## config.mk

```make
export PLATFORM = sky130hd
export DESIGN_NAME = alert_pattern_sequencer
export DESIGN_NICKNAME = d
export VERILOG_FILES = /design/src/hdl/aps_pkg.sv /design/src/hdl/aps_phase.sv /design/src/hdl/aps_ctrl.sv /design/src/hdl/alert_pattern_sequencer.sv
export SDC_FILE = /design/constraint.sdc
export NUM_CORES = 1
export LEC_CHECK = 0
export BUFFER_PORTS_ARGS = -buffer_cell sky130_fd_sc_hd__buf_4
export CORE_UTILIZATION = 50
export CTS_CLUSTER_DIAMETER = 40
export CTS_CLUSTER_SIZE = 24
export DETAILED_ROUTE_END_ITERATION = 10
export GPL_TIMING_DRIVEN = 0
export PLACE_DENSITY = 0.72
export SLEW_MARGIN = 20
export SYNTH_ARGS = -nofsm -noshare
export SYNTH_HDL_FRONTEND = slang
export SYNTH_SLANG_ARGS = --single-unit
```

## constraint.sdc

```tcl
create_clock -name clk -period 8.7 [get_ports clk]
set_input_delay 0.87 -clock clk [delete_from_list [all_inputs] [get_ports clk]]
set_output_delay 0.87 -clock clk [all_outputs]
set_load 0.01 [all_outputs]
```

## src/hdl/aps_pkg.sv

```systemverilog
// types, codes and timing constants of the alert pattern sequencer
package aps_pkg;

  // item kinds on the input channel
  typedef enum logic [1:0] {
    MODE_TICK = 2'd0,
    MODE_PLAY = 2'd1,
    MODE_STOP = 2'd2
  } mode_t;

  // alert pattern codes
  typedef enum logic [2:0] {
    PAT_NONE       = 3'd0,
    PAT_SHORT_BEEP = 3'd1,
    PAT_DOUBLE     = 3'd2,
    PAT_LONG_BEEP  = 3'd3,
    PAT_LED_ON     = 3'd4,
    PAT_SLOW_BLINK = 3'd5,
    PAT_FAST_BLINK = 3'd6,
    PAT_BEEP_BLINK = 3'd7
  } pattern_t;

  localparam int unsigned TimeW = 32;

  // pattern timing in milliseconds
  localparam logic [TimeW-1:0] SHORT_BEEP_MS = 32'd100;
  localparam logic [TimeW-1:0] LONG_BEEP_MS  = 32'd500;
  localparam logic [TimeW-1:0] DOUBLE_STEP1  = 32'd100;
  localparam logic [TimeW-1:0] DOUBLE_STEP2  = 32'd200;
  localparam logic [TimeW-1:0] DOUBLE_STEP3  = 32'd300;

  // reciprocals for exact floor division: x/125 for x < 2^31, x/25 for x < 2^30
  localparam logic [31:0] RECIP_125 = 32'd2199023256;
  localparam int unsigned SHIFT_125 = 38;
  localparam logic [31:0] RECIP_25  = 32'd1374389535;
  localparam int unsigned SHIFT_25  = 35;

  // one input item
  typedef struct packed {
    mode_t            mode;
    logic [3:0]       pattern;
    logic [TimeW-1:0] now_time;
  } item_t;

  // one result item
  typedef struct packed {
    logic buzzer_on;
    logic led_on;
    logic busy;
  } result_t;

  // elapsed-time flags for the pattern logic
  typedef struct packed {
    logic lt_step1;
    logic lt_step2;
    logic lt_step3;
    logic lt_long;
    logic half_on;
  } phase_t;

endpackage

```

## src/hdl/aps_phase.sv

```systemverilog
// elapsed-time compares and blink half-period parity
module aps_phase (
  input  logic [aps_pkg::TimeW-1:0] elapsed,
  input  aps_pkg::pattern_t         pat,
  output aps_pkg::phase_t           phase
);
  import aps_pkg::*;

  logic [30:0] div_x;
  logic [31:0] div_m;
  logic [62:0] prod;
  logic        q_odd;

  // threshold compares for the one-shot patterns
  assign phase.lt_step1 = (elapsed < DOUBLE_STEP1);
  assign phase.lt_step2 = (elapsed < DOUBLE_STEP2);
  assign phase.lt_step3 = (elapsed < DOUBLE_STEP3);
  assign phase.lt_long  = (elapsed < LONG_BEEP_MS);

  // t/250 = (t>>1)/125, t/500 = (t>>2)/125, t/100 = (t>>2)/25
  always_comb begin
    div_x = {1'b0, elapsed[TimeW-1:2]};
    div_m = RECIP_125;
    if (pat == PAT_BEEP_BLINK) begin
      div_x = elapsed[TimeW-1:1];
    end
    if (pat == PAT_FAST_BLINK) begin
      div_m = RECIP_25;
    end
  end

  // one shared reciprocal multiply, only the quotient parity is kept
  assign prod  = 63'(div_x) * 63'(div_m);
  assign q_odd = (pat == PAT_FAST_BLINK) ? prod[SHIFT_25] : prod[SHIFT_125];
  assign phase.half_on = ~q_odd;

endmodule

```

## src/hdl/aps_ctrl.sv

```systemverilog
// pattern state registers and per-item update
module aps_ctrl (
  input  logic            clk,
  input  logic            rst_n,
  input  logic            step,
  input  aps_pkg::item_t  item,
  output aps_pkg::result_t res
);
  import aps_pkg::*;

  pattern_t         pat_r, pat_nxt;
  logic             seeded_r, seeded_nxt;
  logic [TimeW-1:0] base_r, base_nxt;
  logic             buz_r, buz_nxt;
  logic             led_r, led_nxt;
  logic [TimeW-1:0] elapsed;
  phase_t           phase;

  // elapsed time, zero on the tick that seeds the base
  assign elapsed = seeded_r ? (item.now_time - base_r) : '0;

  aps_phase u_phase (
    .elapsed (elapsed),
    .pat     (pat_r),
    .phase   (phase)
  );

  // next state for the item in the input register
  always_comb begin
    pat_nxt    = pat_r;
    seeded_nxt = seeded_r;
    base_nxt   = base_r;
    buz_nxt    = buz_r;
    led_nxt    = led_r;
    case (item.mode)
      MODE_TICK: begin
        if (pat_r != PAT_NONE) begin
          seeded_nxt = 1'b1;
          base_nxt   = seeded_r ? base_r : item.now_time;
          case (pat_r)
            PAT_SHORT_BEEP: begin
              if (phase.lt_step1) begin
                buz_nxt = 1'b1;
              end else begin
                pat_nxt    = PAT_NONE;
                seeded_nxt = 1'b0;
                buz_nxt    = 1'b0;
                led_nxt    = 1'b0;
              end
            end
            PAT_DOUBLE: begin
              if (phase.lt_step3) begin
                buz_nxt = phase.lt_step1 || !phase.lt_step2;
              end else begin
                pat_nxt    = PAT_NONE;
                seeded_nxt = 1'b0;
                buz_nxt    = 1'b0;
                led_nxt    = 1'b0;
              end
            end
            PAT_LONG_BEEP: begin
              if (phase.lt_long) begin
                buz_nxt = 1'b1;
              end else begin
                pat_nxt    = PAT_NONE;
                seeded_nxt = 1'b0;
                buz_nxt    = 1'b0;
                led_nxt    = 1'b0;
              end
            end
            PAT_LED_ON: begin
              led_nxt = 1'b1;
            end
            PAT_SLOW_BLINK, PAT_FAST_BLINK: begin
              led_nxt = phase.half_on;
            end
            PAT_BEEP_BLINK: begin
              buz_nxt = phase.half_on;
              led_nxt = phase.half_on;
            end
            default: begin
            end
          endcase
        end
      end
      MODE_PLAY: begin
        seeded_nxt = 1'b0;
        buz_nxt    = 1'b0;
        led_nxt    = 1'b0;
        // codes 8..15 select none
        pat_nxt    = item.pattern[3] ? PAT_NONE : pattern_t'(item.pattern[2:0]);
      end
      MODE_STOP: begin
        pat_nxt    = PAT_NONE;
        seeded_nxt = 1'b0;
        buz_nxt    = 1'b0;
        led_nxt    = 1'b0;
      end
      default: begin
      end
    endcase
  end

  // result reflects the state after this item
  assign res.buzzer_on = buz_nxt;
  assign res.led_on    = led_nxt;
  assign res.busy      = (pat_nxt != PAT_NONE);

  // state registers
  always_ff @(posedge clk) begin
    if (!rst_n) begin
      pat_r    <= PAT_NONE;
      seeded_r <= 1'b0;
      base_r   <= '0;
      buz_r    <= 1'b0;
      led_r    <= 1'b0;
    end else if (step) begin
      pat_r    <= pat_nxt;
      seeded_r <= seeded_nxt;
      base_r   <= base_nxt;
      buz_r    <= buz_nxt;
      led_r    <= led_nxt;
    end
  end

endmodule

```

## src/hdl/alert_pattern_sequencer.sv

```systemverilog
// an accepted item waits in the input register; its result is registered in the result register when it advances
// throughput: one item per cycle while out_ready drains the result, set by the single input and result register pair
// the state update and the shared reciprocal multiply sit between those registers
// a held result does not block acceptance while the input register is free
// reset (rst_n low, synchronous): pattern none, buzzer and LED state off, both channels empty
module alert_pattern_sequencer (
  input  logic        clk,
  input  logic        rst_n,
  input  logic        in_valid,
  output logic        in_ready,
  input  logic [1:0]  in_mode,
  input  logic [3:0]  in_pattern,
  input  logic [31:0] in_now_time,
  output logic        out_valid,
  input  logic        out_ready,
  output logic        out_buzzer_on,
  output logic        out_led_on,
  output logic        out_busy_res
);
  import aps_pkg::*;

  logic    s0_vld_r;
  item_t   s0_item_r;
  logic    out_vld_r;
  result_t out_res_r;
  result_t res;
  logic    advance;

  // item moves into the result register when that register is free or drained
  assign advance  = s0_vld_r && (!out_vld_r || out_ready);
  assign in_ready = !s0_vld_r || advance;

  // input register
  always_ff @(posedge clk) begin
    if (!rst_n) begin
      s0_vld_r <= 1'b0;
    end else if (in_ready) begin
      s0_vld_r <= in_valid;
    end
  end

  always_ff @(posedge clk) begin
    if (in_valid && in_ready) begin
      s0_item_r.mode     <= mode_t'(in_mode);
      s0_item_r.pattern  <= in_pattern;
      s0_item_r.now_time <= in_now_time;
    end
  end

  aps_ctrl u_ctrl (
    .clk   (clk),
    .rst_n (rst_n),
    .step  (advance),
    .item  (s0_item_r),
    .res   (res)
  );

  // result register
  always_ff @(posedge clk) begin
    if (!rst_n) begin
      out_vld_r <= 1'b0;
    end else if (advance) begin
      out_vld_r <= 1'b1;
    end else if (out_ready) begin
      out_vld_r <= 1'b0;
    end
  end

  always_ff @(posedge clk) begin
    if (advance) begin
      out_res_r <= res;
    end
  end

  assign out_valid     = out_vld_r;
  assign out_buzzer_on = out_res_r.buzzer_on;
  assign out_led_on    = out_res_r.led_on;
  assign out_busy_res  = out_res_r.busy;

endmodule

```

# ---- Word level (Yosys, flattened, before mapping)
# Cells that the tools add are included.
dict set report classes {
  addsub 1
  n_mul 1
  n_lt_le_gt_ge 4
  eq_ne 10
  mux 29
  bitwise 2
  reduce_logical 17
}
# cell n
set op_table {}
lappend op_table {{$lt A32 B9 Y1 const B} 2}
lappend op_table {{$mux W32} 2}
lappend op_table {{$mul A31 B32 Y39} 1}
lappend op_table {{$lt A32 B7 Y1 const B} 1}
lappend op_table {{$lt A32 B8 Y1 const B} 1}
lappend op_table {{$sub A32 B32 Y32} 1}
lappend op_table {{$mux W31} 1}
lappend op_table {{$pmux W3 S3} 2}
lappend op_table {{$mux W3} 5}
lappend op_table {{$mux W1} 13}
lappend op_table {{$eq A3 B3 Y1 const B} 4}
lappend op_table {{$eq A3 B2 Y1 const B} 2}
lappend op_table {{$pmux W1 S2} 3}
lappend op_table {{$reduce_bool A3 Y1} 2}
lappend op_table {{$pmux W1 S5} 1}
lappend op_table {{$pmux W1 S4} 1}
lappend op_table {{$reduce_and A4 Y1} 1}
lappend op_table {{$reduce_bool A2 Y1} 2}
lappend op_table {{$eq A3 B1 Y1 const B} 1}
lappend op_table {{$logic_not A1 Y1} 3}
lappend op_table {{$logic_or A1 B1 Y1} 3}
lappend op_table {{$pmux W1 S3} 1}
lappend op_table {{$reduce_and A3 Y1} 1}
lappend op_table {{$reduce_or A3 Y1} 1}
lappend op_table {{other kinds (7)} 9}
dict set report totals {
  ff_bits 81
  inputBits 42
  output_inout_bits 5
  word_cells 77
}

# ---- Depth between registers and ports, before layout
dict set report depth {
  depth_word 9
  mapped_depth 45
  ltp_nobuf 45
}

# ---- Cells and area by module
# From an unflattened synthesis, not the netlist that was laid out.
dict set report unflattened {
  cells_unflattened 2201
  hier_area_um2 20535.9
}
# module n_inst cells_per_inst area_each_um2 seq_area_each_um2
set by_module_without_submodules {}
lappend by_module_without_submodules {aps_phase 1 1616 15404.8 0.0}
lappend by_module_without_submodules {aps_ctrl 1 535 3796.1 760.7}
lappend by_module_without_submodules {alert_pattern_sequencer 1 50 1335.0 1271.2}

# ---- Worst setup path after synthesis
# Ideal clock, no wire load.
dict set report synth_path {
  path_type {register -> register}
  start {register s0_item_r[0] (netlist name)}
  end {register u_ctrl.buz_r}
  setup_time_ps 88
  arrival_time_ps 9565
  required_time_ps 8612
  slack_ps -953
  stages_incl_launch_ff 38
  path_buffers 0
  synth_period_minus_slack_ps 9653
  path_cell_list {edfxtp_1 nor2b_1 fa_1 inv_1 a21o_1 a221oi_2 o21ai_0 a21bo_2 a21oi_1 xor2_1 nor2_1 o21ai_0 nor2_1 fa_1 fa_1 fa_1 inv_1 fa_1 [2 not listed] fa_1 fa_1 inv_1 fa_1 inv_1 ha_1 and4_1 nand2_1 nor2_1 nand4_1 o311a_1 xnor2_1 xnor2_1 xnor3_1 xnor3_1 nor2_1 a21oi_2 a311oi_2}
}
dict set report synth_via {
  elab_chain_len 9
  elab_cells_between_ends 18
  cone_classes {add/sub (1); mul (1); order compare (4); mux (9); bitwise (1); reduce/logical (2)}
}
# item line_no
set synth_rtl {}
lappend synth_rtl {{from (decl)} alert_pattern_sequencer.sv:23} ;# item_t s0_item_r;
lappend synth_rtl {{$sub A32 B32 Y32 *} aps_ctrl.sv:20} ;# assign elapsed = seeded_r ? (item.now_time - base_r) : '0;
lappend synth_rtl {{$mux W32 *} aps_ctrl.sv:20}
lappend synth_rtl {{$mux W31 / $lt A32 B8 Y1 (equally long branches)} {aps_phase.sv:24, aps_phase.sv:16}}
lappend synth_rtl {{$mul A31 B32 Y39 / $logic_not A1 Y1 (equally long branches)} {aps_phase.sv:33, aps_ctrl.sv:53}}
lappend synth_rtl {{$mux W1 / $logic_or A1 B1 Y1 (equally long branches)} {aps_phase.sv:34, aps_ctrl.sv:53}}
lappend synth_rtl {{$not A1 Y1 / $mux W1 (equally long branches)} {aps_phase.sv:35, aps_ctrl.sv:52}}
lappend synth_rtl {{$pmux W1 S4 *} aps_ctrl.sv:40} ;# case (pat_r)
lappend synth_rtl {{$mux W1 *} aps_ctrl.sv:37} ;# if (pat_r != PAT_NONE) begin
lappend synth_rtl {{$pmux W1 S2 *} aps_ctrl.sv:35} ;# case (item.mode)
lappend synth_rtl {{to (signal assigned)} aps_ctrl.sv:121} ;# buz_r <= buz_nxt;
lappend synth_rtl {{to (decl)} aps_ctrl.sv:14} ;# logic buz_r, buz_nxt;
# Every way passes the cells marked *; elsewhere a longest branch is shown, timed or not.
# A chain may end at the register's enable or synchronous reset.

==> out/qor.yml <==
tightest_slew_ns: 1.200
wl_per_cell_um: 19.34
synth_common_cells: "inv_1 (668), fa_1 (394), ha_1 (296), nand2_1 (203), nor2_1 (73)"
fmax_mhz: 103.0
fin_util_pct: 60.50
drt_iter0_markers: 961
vias_per_cell: 5.271
synthTopCellsByArea: "fa_1 (39%), ha_1 (18%), inv_1 (12%), edfxtp_1 (6.0%), dfxtp_1 (3.9%)"
final_cells: 2930
slowest_stage: "fa_1"
netlist_area_um2: 20420
cts_tree: "built"
dieWidth_um: 204.1
worst_hold_path_type: "reg -> reg"
dp_hpwl_um: 49350
synth_edf_count: 41
yosysUniqueCellTypes: 70
period_share_pct: 111.6
power_density_nw_per_um2: 54.85
layout-drive-gt1-share_pct: 18.96
syn_avg_cell_area_um2: 9.218
dp_cells: 2803
rr_startpoint: "s0_item_r[1]"
top_level_ports: 47
rsz0062_at_grt: "true"
wirelength_um: 56680
crit_type: "reg -> reg"
post-place-ws_ns: -2.538
synth-seq-cells: 81
worst-endpoint-required_ns: 8.79
n_fill_cell: 3357
cts_root_buf: "clkbuf_16"
cts_hold_buf: 0
period_needed_ns: 9.713
dieArea_um2: 41650
row_count: 73
power.total_mw: 1.328
grt_pass1_vias: 17010
violations: "negative setup slack"
core_um2: 40010
setup_viol: 4
gp_congestion: 0.9969
cp-start-kind: "flip-flop"
status: "finished, violations left"
synth_top_area_share_pct: 38.63
grt_max_degree: 34
clockBufferDepth: 2
io_buffer_count: 45
nets: 3132
syn_inst: 2215
grt_usage_pct: 28.42
htree_levels: 3
diodes: 0
skew_ns: 0.008004
yosys.cell_count.top_type: "inv_1"
grt_pass1_wl_um: 89330
antenna_left: 0
power.leakage_nw: 12.82
overflow: 0
slew_headroom_pct: 19.38
drc: 0
clkLatencyLatePin_ns: 0.34
start_util_pct: 51.04
areaGrowthSynthToFinish_pct: 18.54
hold_violations: 0
hp-start: "u_ctrl.base_r[19]"
antenna_found_initial: 0
critPathMaxFanout: 4
arrival_ns: 9.80
end_kind: "flip-flop"
ys.flop_type: "edfxtp_1"
async_flop_share_pct: 0
clock_sinks: 81
yosysTopAreaCell: "fa_1"
ir_worst_vdd_v: 0.0001526
cpMostUsedCell: "fa_1"
max_stage_delay_ns: 0.58
clk_pin_slew_worst_paths_ns: 0.07
fin_ws_ns: -1.013
yosysWarnings: 0
vias: 15440
ys_seq_area_share_pct: 9.952
startpoint: "s0_item_r[1]"
drv_slew: 0
dr.pass1.iters: 7
die_h_um: 204.1
cts_buffers: 9
drv_cap: 0
## repair_timing
| action | CTS | global route |
|---|---|---|
| buffers inserted | 64 | 55 |
| setup endpoints to repair | 4 | 4 |
| resized for setup | 162 | 136 |
| pin swaps | 83 | 91 |
| endpoints found under the hold margin | 0 | 0 |
## path summary, 6_finish.rpt
check / end / slack, ns / cells after the start
max: out_buzzer_on / -1.01 / 38
min: u_ctrl.base_r[19] / 0.46 / 2
max reg2reg: out_buzzer_on / -1.01 / 38
min reg2reg: u_ctrl.base_r[19] / 0.46 / 2
## placed cells by master (no fill, tap or decap), types with 12 or more instances in the layout
master,count
inv_2,21
nand2_1,161
nor2_4,12
a21oi_2,13
fa_1,370
nand2_4,14
ha_4,17
buf_4,158
a21o_1,26
inv_1,636
nand4_1,14
o21ai_0,29
dfxtp_1,39
nand3_1,21
a21boi_0,33
ha_1,272
fa_2,24
nor2_1,56
a21oi_1,40
conb_1,19
edfxtp_1,41
xnor2_1,37
nand2_2,28
clkbuf_1,40
## metal layers
metal  vias to the layer above  global-route usage (%)  routed length, um
li1                       7059                       -                  -
met1                      7727                   34.92              22600
met2                       520                   49.79              28070
met3                       138                   4.082               3343
met4                         0                   11.91               2668
met5                         -                       0                  0
## report_power, final
group | internal [mW] | switching, mW
Clock | 0.228 | 0.160
Combinational | 0.225 | 0.287
Sequential | 0.418 | 0.00965
Total | 0.871 | 0.457
## critical path: cells and delay by family (launching register included)
| kind | cells | cell delay, ns |
|---|---|---|
| compound gates | 8 | 1.89 |
| xor+xnor | 5 | 1.04 |
| fa+ha+maj | 10 | 4.58 |
| buf+inv | 7 | 0.60 |
| flops | 1 | 0.43 |
| simple gates | 8 | 0.88 |
## sequential cells by signal (all words and copies together) (netlist names)
signal           cells
s0_item_r           38
u_ctrl.base_r       32
u_ctrl.pat_r         3
out_busy_res         1
out_buzzer_on        1
out_led_on           1
out_valid            1
s0_vld_r             1
u_ctrl.buz_r         1
u_ctrl.led_r         1
u_ctrl.seeded_r      1
## final cells by class
cell class / count / area [um2] / share of cell area (%)
Timing Repair Buffer: 165 / 1274 / 5.263
Tap cell: 525 / 656.9 / 2.714
Buffer: 61 / 299.0 / 1.236
Clock inverter: 7 / 85.08 / 0.3515
Inverter: 669 / 2554 / 10.55
Clock buffer: 9 / 225.2 / 0.9305
Multi-Input combinational cell: 1413 / 17080 / 70.55
Sequential cell: 81 / 2033 / 8.401
## cell families after synthesis
kind of cell / synth area share, %
adder cells (fa/ha/maj): 56.82
other: 0.03678
flip-flops: 9.952
buffers and inverters: 13.59
AO/OA/AOI/OAI: 8.187
AND/OR/NAND/NOR: 8.156
multiplexers: 0.09805
XOR/XNOR: 3.168
## stage by stage
step           hold WS (ns)  TNS [ns]  cell area [um2]
2_1_floorplan        0.4387   -0.8114            20840
3_3_place_gp         0.4460    -9.085            21840
3_5_place_dp         0.4561    -9.756            21860
4_1_cts              0.4656    -4.185            23270
5_1_grt              0.4855    -4.955            24200
6_report             0.4601    -3.775            24200
Note: power is estimated with default switching activity, not from simulation.
